==> src/design/assert_macros.svh <==
// Assertion helpers for the cache block
`ifndef ASSERT_MACROS_SVH
`define ASSERT_MACROS_SVH

// Implication checked on every rising clock edge outside reset
`define ASSERT_IMPL(label, clk, rst_n, ante, cons, msg) \
    label: assert property (@(posedge clk) disable iff (!(rst_n)) (ante) |-> (cons)) \
        else $error(msg);

// Next-cycle implication checked outside reset
`define ASSERT_NEXT(label, clk, rst_n, ante, cons, msg) \
    label: assert property (@(posedge clk) disable iff (!(rst_n)) (ante) |=> (cons)) \
        else $error(msg);

`endif

==> src/design/lrukv_pkg.sv <==
`default_nettype none
package lrukv_pkg;
    localparam int MAX_ENTRIES_DEF = 16;
    localparam int DATA_WIDTH_DEF  = 32;
    localparam int KEY_WIDTH       = 32;
    localparam int CAP_WIDTH       = 5;
    localparam logic [CAP_WIDTH-1:0] CAP_RESET = 5'd16;

    localparam logic REQ_GET = 1'b0;
    localparam logic REQ_PUT = 1'b1;
endpackage
`default_nettype wire

==> src/design/lru_key_value_cache.sv <==
// The back end compares an item as it takes it from the queue and registers
// the match vector; the rank/store update stage then writes a put, or fills
// the output register for a get. No item is taken while one is in the update
// stage or a get result waits. The front queue holds two items.
// Reset: synchronous active-low i_rst_n empties the store and the queue and
// sets capacity to 16; no clearing pass.
`default_nettype none
module lru_key_value_cache #(
    parameter int MAX_ENTRIES = lrukv_pkg::MAX_ENTRIES_DEF,
    parameter int DATA_WIDTH  = lrukv_pkg::DATA_WIDTH_DEF
) (
    input  wire logic                            i_clk,
    input  wire logic                            i_rst_n,
    input  wire logic                            i_cfg_we,
    input  wire logic [lrukv_pkg::CAP_WIDTH-1:0] i_cfg_wdata,
    input  wire logic                            i_valid,
    output logic                                 o_ready,
    input  wire logic                            i_req_type,
    input  wire logic [31:0]                     i_lookup_key,
    input  wire logic [DATA_WIDTH-1:0]           i_write_value,
    output logic                                 o_valid,
    input  wire logic                            i_ready,
    output logic                                 o_hit,
    output logic [31:0]                          o_read_value
);
    logic [lrukv_pkg::CAP_WIDTH-1:0] r_cap;
    logic                            q_valid, q_pop, q_type;
    logic [31:0]                     q_key;
    logic [DATA_WIDTH-1:0]           q_wval;

    // capacity register
    always_ff @(posedge i_clk) begin
        if (!i_rst_n) r_cap <= lrukv_pkg::CAP_RESET;
        else if (i_cfg_we) r_cap <= i_cfg_wdata;
    end

    lrukv_front #(.DATA_WIDTH(DATA_WIDTH)) u_front (
        .i_clk(i_clk), .i_rst_n(i_rst_n),
        .i_valid(i_valid), .o_ready(o_ready),
        .i_req_type(i_req_type), .i_key(i_lookup_key), .i_wval(i_write_value),
        .o_q_valid(q_valid), .i_q_pop(q_pop),
        .o_q_type(q_type), .o_q_key(q_key), .o_q_wval(q_wval)
    );

    lrukv_back #(.MAX_ENTRIES(MAX_ENTRIES), .DATA_WIDTH(DATA_WIDTH)) u_back (
        .i_clk(i_clk), .i_rst_n(i_rst_n), .i_cap(r_cap),
        .i_q_valid(q_valid), .o_q_pop(q_pop),
        .i_q_type(q_type), .i_q_key(q_key), .i_q_wval(q_wval),
        .o_valid(o_valid), .i_ready(i_ready),
        .o_hit(o_hit), .o_read_value(o_read_value)
    );
endmodule
`default_nettype wire

==> src/design/lrukv_front.sv <==
`default_nettype none
`include "assert_macros.svh"
// Front end: accepts items into a two-entry queue
module lrukv_front #(
    parameter int DATA_WIDTH = lrukv_pkg::DATA_WIDTH_DEF
) (
    input  wire logic                         i_clk,
    input  wire logic                         i_rst_n,
    input  wire logic                         i_valid,
    output logic                              o_ready,
    input  wire logic                         i_req_type,
    input  wire logic [lrukv_pkg::KEY_WIDTH-1:0] i_key,
    input  wire logic [DATA_WIDTH-1:0]        i_wval,
    output logic                              o_q_valid,
    input  wire logic                         i_q_pop,
    output logic                              o_q_type,
    output logic [lrukv_pkg::KEY_WIDTH-1:0]   o_q_key,
    output logic [DATA_WIDTH-1:0]             o_q_wval
);
    localparam int QW = 1 + lrukv_pkg::KEY_WIDTH + DATA_WIDTH;

    logic [QW-1:0] r_mem [2];
    logic          r_wp, r_rp;
    logic [1:0]    r_cnt;
    logic          push;

    assign o_ready   = (r_cnt != 2'd2);
    assign push      = i_valid && o_ready;
    assign o_q_valid = (r_cnt != 2'd0);
    assign {o_q_type, o_q_key, o_q_wval} = r_mem[r_rp];

    // payload storage
    always_ff @(posedge i_clk) begin
        if (push) r_mem[r_wp] <= {i_req_type, i_key, i_wval};
    end

    // pointers and fill count
    always_ff @(posedge i_clk) begin
        if (!i_rst_n) begin
            r_wp  <= 1'b0;
            r_rp  <= 1'b0;
            r_cnt <= 2'd0;
        end else begin
            if (push) r_wp <= ~r_wp;
            if (i_q_pop) r_rp <= ~r_rp;
            r_cnt <= r_cnt + {1'b0, push} - {1'b0, i_q_pop};
        end
    end

    `ASSERT_IMPL(a_no_pop_empty, i_clk, i_rst_n, i_q_pop, o_q_valid, "pop from empty queue")
    `ASSERT_IMPL(a_cnt_range, i_clk, i_rst_n, 1'b1, r_cnt != 2'd3, "queue count overflow")
endmodule
`default_nettype wire

==> src/design/lrukv_back.sv <==
`default_nettype none
`include "assert_macros.svh"
// Back end: compare in parallel, then update ranks and storage and register get results
module lrukv_back #(
    parameter int MAX_ENTRIES = lrukv_pkg::MAX_ENTRIES_DEF,
    parameter int DATA_WIDTH  = lrukv_pkg::DATA_WIDTH_DEF
) (
    input  wire logic                            i_clk,
    input  wire logic                            i_rst_n,
    input  wire logic [lrukv_pkg::CAP_WIDTH-1:0] i_cap,
    input  wire logic                            i_q_valid,
    output logic                                 o_q_pop,
    input  wire logic                            i_q_type,
    input  wire logic [lrukv_pkg::KEY_WIDTH-1:0] i_q_key,
    input  wire logic [DATA_WIDTH-1:0]           i_q_wval,
    output logic                                 o_valid,
    input  wire logic                            i_ready,
    output logic                                 o_hit,
    output logic [31:0]                          o_read_value
);
    localparam int IW = (MAX_ENTRIES > 1) ? $clog2(MAX_ENTRIES) : 1;
    localparam int CW = $clog2(MAX_ENTRIES + 1);
    localparam int KW = lrukv_pkg::KEY_WIDTH;

    logic [KW-1:0]         r_keys [MAX_ENTRIES];
    logic [DATA_WIDTH-1:0] r_vals [MAX_ENTRIES];
    logic [MAX_ENTRIES-1:0] r_vld;
    logic [IW-1:0]         r_rank [MAX_ENTRIES];
    logic [CW-1:0]         r_count;

    // stage 1 registers: item and match vector
    logic                   r_s1;
    logic                   r_type;
    logic [KW-1:0]          r_key;
    logic [DATA_WIDTH-1:0]  r_wval;
    logic [MAX_ENTRIES-1:0] r_match;

    logic                   r_ovalid;
    logic                   r_ohit;
    logic [31:0]            r_oval;

    logic [MAX_ENTRIES-1:0] match;
    logic                   take;
    always_comb begin
        for (int i = 0; i < MAX_ENTRIES; i++)
            match[i] = r_vld[i] && (r_keys[i] == i_q_key);
    end
    assign take    = i_q_valid && !r_s1 && !r_ovalid;
    assign o_q_pop = take;

    // stage 2: slot choice
    logic          hit;
    logic [IW-1:0] hslot, fslot, lslot, slot;
    logic          found_free;
    logic [CW-1:0] ecap;
    logic          full;
    logic          insert;
    logic [IW-1:0] prank;
    always_comb begin
        hit = |r_match;
        hslot = '0;
        fslot = '0;
        lslot = '0;
        found_free = 1'b0;
        for (int i = MAX_ENTRIES - 1; i >= 0; i--) begin
            if (r_match[i]) hslot = IW'(i);
            if (!r_vld[i]) begin fslot = IW'(i); found_free = 1'b1; end
        end
        // least recent: rank equals count-1
        for (int i = MAX_ENTRIES - 1; i >= 0; i--)
            if (r_vld[i] && (CW'(r_rank[i]) == r_count - CW'(1))) lslot = IW'(i);
        if (i_cap == '0) ecap = CW'(1);
        else if (32'(i_cap) > MAX_ENTRIES) ecap = CW'(MAX_ENTRIES);
        else ecap = CW'(i_cap);
        full   = (r_count >= ecap) || !found_free;
        insert = (r_type == lrukv_pkg::REQ_PUT) && !hit && !full;
        if (hit) slot = hslot;
        else if (full) slot = lslot;
        else slot = fslot;
        if (insert) prank = IW'(r_count);
        else prank = r_rank[slot];
    end

    logic update;
    assign update = r_s1 && ((r_type == lrukv_pkg::REQ_PUT) || hit);

    // storage and rank update
    always_ff @(posedge i_clk) begin
        if (r_s1 && r_type == lrukv_pkg::REQ_PUT) begin
            r_vals[slot] <= r_wval;
            if (!hit) r_keys[slot] <= r_key;
        end
    end

    always_ff @(posedge i_clk) begin
        if (!i_rst_n) begin
            r_vld   <= '0;
            r_count <= '0;
            for (int i = 0; i < MAX_ENTRIES; i++) r_rank[i] <= '0;
        end else if (update) begin
            for (int i = 0; i < MAX_ENTRIES; i++)
                if (r_vld[i] && r_rank[i] < prank && IW'(i) != slot)
                    r_rank[i] <= r_rank[i] + 1'b1;
            r_rank[slot] <= '0;
            if (insert) begin
                r_vld[slot] <= 1'b1;
                r_count     <= r_count + 1'b1;
            end
        end
    end

    // stage 1 capture
    always_ff @(posedge i_clk) begin
        if (take) begin
            r_type  <= i_q_type;
            r_key   <= i_q_key;
            r_wval  <= i_q_wval;
            r_match <= match;
        end
    end

    // control and output register
    always_ff @(posedge i_clk) begin
        if (!i_rst_n) begin
            r_s1     <= 1'b0;
            r_ovalid <= 1'b0;
        end else begin
            r_s1 <= take;
            if (r_s1 && r_type == lrukv_pkg::REQ_GET) r_ovalid <= 1'b1;
            else if (i_ready) r_ovalid <= 1'b0;
        end
    end

    always_ff @(posedge i_clk) begin
        if (r_s1 && r_type == lrukv_pkg::REQ_GET) begin
            r_ohit <= hit;
            r_oval <= hit ? 32'(r_vals[slot]) : 32'd0;
        end
    end

    assign o_valid      = r_ovalid;
    assign o_hit        = r_ohit;
    assign o_read_value = r_oval;

    `ASSERT_IMPL(a_onehot_match, i_clk, i_rst_n, r_s1, $onehot0(r_match), "duplicate key")
    `ASSERT_IMPL(a_count_le, i_clk, i_rst_n, 1'b1, 32'(r_count) <= MAX_ENTRIES, "count overflow")
    `ASSERT_NEXT(a_insert_cnt, i_clk, i_rst_n, update && insert, r_count == $past(r_count) + 1'b1,
        "insert did not count")
endmodule
`default_nettype wire
==> config.mk <==
export PLATFORM = sky130hd
export DESIGN_NAME = lru_key_value_cache
export DESIGN_NICKNAME = d
export VERILOG_FILES = /design/src/design/lrukv_pkg.sv /design/src/design/lru_key_value_cache.sv /design/src/design/lrukv_front.sv /design/src/design/lrukv_back.sv
export VERILOG_INCLUDE_DIRS = /design/src /design/src/design
export SDC_FILE = /design/constraint.sdc
export NUM_CORES = 2
export LEC_CHECK = 0
export BUFFER_PORTS_ARGS = -buffer_cell sky130_fd_sc_hd__buf_2
export CORE_UTILIZATION = 58
export CTS_CLUSTER_DIAMETER = 30
export DETAILED_ROUTE_END_ITERATION = 8
export GPL_ROUTABILITY_DRIVEN = 0
export HOLD_SLACK_MARGIN = 0.06
export PLACE_DENSITY = 0.74
export SLEW_MARGIN = 20
export SYNTH_ARGS = -nofsm -noshare
export SYNTH_HDL_FRONTEND = slang
export SYNTH_HIERARCHICAL = 1
export SYNTH_SLANG_ARGS = --single-unit
==> constraint.sdc <==
create_clock -name i_clk -period 11.75 [get_ports i_clk]
set_input_delay 2.35 -clock i_clk [delete_from_list [all_inputs] [get_ports i_clk]]
set_output_delay 2.35 -clock i_clk [all_outputs]
set_load 0.02 [all_outputs]
==> parameters.txt <==
Parameter                              Value

Synth
  Dominant synthesized flop cell ... edfxtp_1
  Sequential area share after synthesis ... 0.6816
  Post-synth design cell area ... 0.05871 mm2
  Net count of the mapped netlist ... 4,422
  Count of different cell masters after synthesis ... 88
  Synth Instances ... 4,275
  Share of synthesized flip-flops with an asynchronous set or reset ... 0
  Yosys warnings ... 6
  Leading area contributor after synthesis ... edfxtp_1
  Register bit count reported by yosys ... 1,365
  Most area-consuming cells after synthesis ... edfxtp_1 65%, xnor2_1 7.0%, nand2_1 4.1%, dfxtp_1 3.3%, xor2_1 2.1%
  Syn avg cell area ... 13.73 um2
  Yosys top cell area share ... 0.6485
  Number of synthesized flops with an enable pin ... 1,268

Critical path
  Kind of launch point of the worst setup path ... register
  Worst Setup End Kind ... register
  Arrival time at the worst endpoint ... 8.88 ns
  Launch instance of the worst register-to-register path ... u_back/r_count[0]
  Kind of cell adding the most delay to the critical path ... simple AND/OR/NAND/NOR gates
  Worst endpoint required time ... 12.48 ns
  WS Path Type ... register to register
  Crit. Startpoint ... u_back/r_count[0]
  Worst path bufs/invs ... 3
  Max FO, Critical Path ... 68
  Cells along the critical path ... inv_1 > ha_1 > xor2_1 > nand3_1 > nor4_1 > nor4_1 > o21a_1 > or4_4 > a21boi_4 > buf_4 > a311oi_1 > a311oi_1 > nor3_1 > a21oi_2 > buf_4 > ha_1 > o211ai_1 > and2_1 > nor2_1 > or4_1 > a21oi_1
  Slowest cell delay on critical path ... 1.06 ns
  Cell with the largest stage delay on the worst path ... dfxtp_1

Placed design
  Standard cell area after detailed placement ... 0.06072 mm2
  Post-DP HPWL ... 88.21 mm
  Inst Count DP ... 5,510
  Number of port buffers ... 109

Floorplanning
  Die width ... 320.2 um
  Total I/O pin count ... 110
  Area inside the core boundary ... 0.1001 mm2
  Placement Rows ... 116
  Initial core utilization ... 0.5863
  Die outline area ... 0.1025 mm2
  Height of the die ... 320.2 um

STA
  Slew of the pin with the lowest slew margin ... 1.303 ns
  Setup-failing EPs final ... 0
  Clock period minus worst slack ... 8.152 ns
  Hold Vio Cnt, Final ... 0
  Maximum clock frequency ... 122.7 MHz
  Number of pins exceeding their max-slew limit in the final report ... 0
  Fin Setup TNS ... 0 ns
  Final critical-path share of the clock period ... 0.6938
  Largest clock skew in the final design ... 0.05836 ns
  RSZ-0062 raised after global routing ... no
  Relative slew margins ... 0.1310

GRT
  Antenna violations before repair ... 1
  Number of global-route vias before repair ... 37,040
  Pin count of the biggest net entering global routing ... 171
  Combined global-route utilization of all metal layers ... 0.3150
  Global-route wire length before repair ... 235.7 mm
  Global route overflow ... 0

Detailed routing
  Detailed router's first-iteration violation count ... 4,855
  Number of remaining DRC errors ... 0
  Routed via count divided by cell count ... 6.400
  Wire length per cell ... 27.34 um
  Post-detailed-route count of antenna-violating nets ... 0
  Initial DRT Pass Iterations ... 6
  WL final ... 162.7 mm
  Total vias in the final route ... 38,070

Clocking
  Resized Gates After CTS ... 0
  Clock latency at the later pin of the worst-skew pair ... 0.82 ns
  Sinks on Clock Net ... 1,365
  Post-CTS setup-driven buffer insertion count ... 0
  CTS Buffer Depth ... 3
  Clock tree from TritonCTS ... yes
  Hold-fix buffer count after cts ... 0
  Inserted Clock Buffers ... 232
  Level count of the clock H-tree ... 4
  Clock-pin slew reported for the worst setup and hold paths after clock tree synthesis ... 0.06 ns
  Root Driver ... clkbuf_16

Layout
  Share of the core filled with cells ... 0.6876
  Number of nets in the layout ... 4,594
  Final cell count without fillers ... 5,949
  Number of filler cells placed in the layout ... 6,487
  Most frequent standard cell in the layout excluding fill and tap cells ... edfxtp_1
  Final cell area excluding filler cells ... 0.06886 mm2
  Layout-stage area growth over the synthesis result ... 17.29%
  Proportion of layout cells with a drive suffix above 1 ... 0.1571
  Top library cells by usage in the layout, fill and taps aside ... 1,268 x edfxtp_1, 648 x nand2_1, 466 x xnor2_1, 234 x clkbuf_16, 152 x and3_1

Run
  MaxCap Viol Count ... 0

Power and ir drop
  Overall Power ... 0.01732 W
  PD cells ... 251.5 mW/mm2
  Reported leakage power ... 23.29 nW
  Worst IR Drop VDD ... 0.2567 mV

Status
  Outcome ... finished clean

Worst hold path
  HP Start ... u_back/r_key[29]
  Class of the tightest hold or removal check ... register to register
==> report_power, final <==
group	switching [W]	internal, W	leakage, nW
combinational	0.00243	0.00115	7.13
clock	0.00246	0.00441	3.88
sequential	0.000723	0.00616	12.3
total	0.00560	0.0117	23.3
==> state kept, by name, summed over array words and instances (netlist names), named ones only <==
signal / count
r_cap: 5
u_back/o_hit: 1
u_back/o_read_value: 32
u_back/o_valid: 1
u_back/r_count: 5
u_back/r_key: 32
u_back/r_keys: 512
u_back/r_match: 16
u_back/r_rank: 64
u_back/r_s1: 1
u_back/r_type: 1
u_back/r_vals: 512
u_back/r_vld: 16
u_back/r_wval: 32
u_front/r_cnt: 2
u_front/r_mem: 130
u_front/r_rp: 1
u_front/r_wp: 1
==> through the flow <==
step / setup WS (ns) / hold WS, ns
2_1_floorplan: 3.406 / 0.4634
3_3_place_gp: 3.904 / 0.4346
3_5_place_dp: 3.782 / 0.4714
4_1_cts: 3.825 / 0.4843
5_1_grt: 3.156 / 0.4795
6_report: 3.598 / 0.4848
==> synthesized netlist by cell type (all sizes together), types with 6 or more instances <==
cell type	instances
a21oi	77
or4	6
and2	28
nor2b	10
nand4	130
nor3	58
nand2b	24
a311oi	107
inv	40
xnor2	467
a211oi	50
nand3	110
or3	6
nor3b	9
nand2	649
a31oi	54
a21boi	8
o31ai	11
mux2i	29
o21a	36
buf	77
and3	153
dfxtp	97
edfxtp	1268
nor2	103
clkbuf	162
nand3b	7
mux2	68
o21ai	41
a2111oi	8
o211ai	18
xor2	144
nor4	76
ha	72
==> path summary, 6_finish.rpt <==
path | cells after the start | slack, ns | to
max | 21 | 3.60 | u_back/r_rank[12][2]
min reg2reg | 0 | 0.48 | u_back/r_keys[5][29]
min | 0 | 0.48 | u_back/r_keys[5][29]
max reg2reg | 21 | 3.60 | u_back/r_rank[12][2]
==> cells by family (layout without fill, tap and decap cells) <==
kind of cell    after synthesis  in the layout  share of synthesized area
simple gates               1384           1384                     0.1137
flops                      1365           1365                     0.6816
xor+xnor                    613            613                    0.09255
compound gates              465            465                    0.05790
buf+inv                     279            652                    0.02093
mux                          97             97                    0.01799
fa+ha+maj                    72             72                    0.01534
other cells                   0              3                          0
==> area by class of cell <==
class / instances / area [um2] / area share
flip-flops and latches: 1365 / 40020 / 0.5812
multi-input cells: 2631 / 17800 / 0.2585
clock buffers: 249 / 5942 / 0.08629
clock inverters: 186 / 2168 / 0.03149
well taps: 1298 / 1624 / 0.02358
repair buffers: 177 / 1149 / 0.01668
inverters: 40 / 151.4 / 0.002198
diodes: 3 / 7.507 / 0.0001090
==> per-layer routing <==
metal | global-route usage | up-vias | wire, um
li1 | - | 16340 | -
met1 | 0.4085 | 18810 | 60690
met2 | 0.5088 | 2417 | 77370
met3 | 0.05468 | 502 | 16170
met4 | 0.1703 | 0 | 8434
met5 | 0 | - | 0
Note: power is estimated with default switching activity, not from simulation.
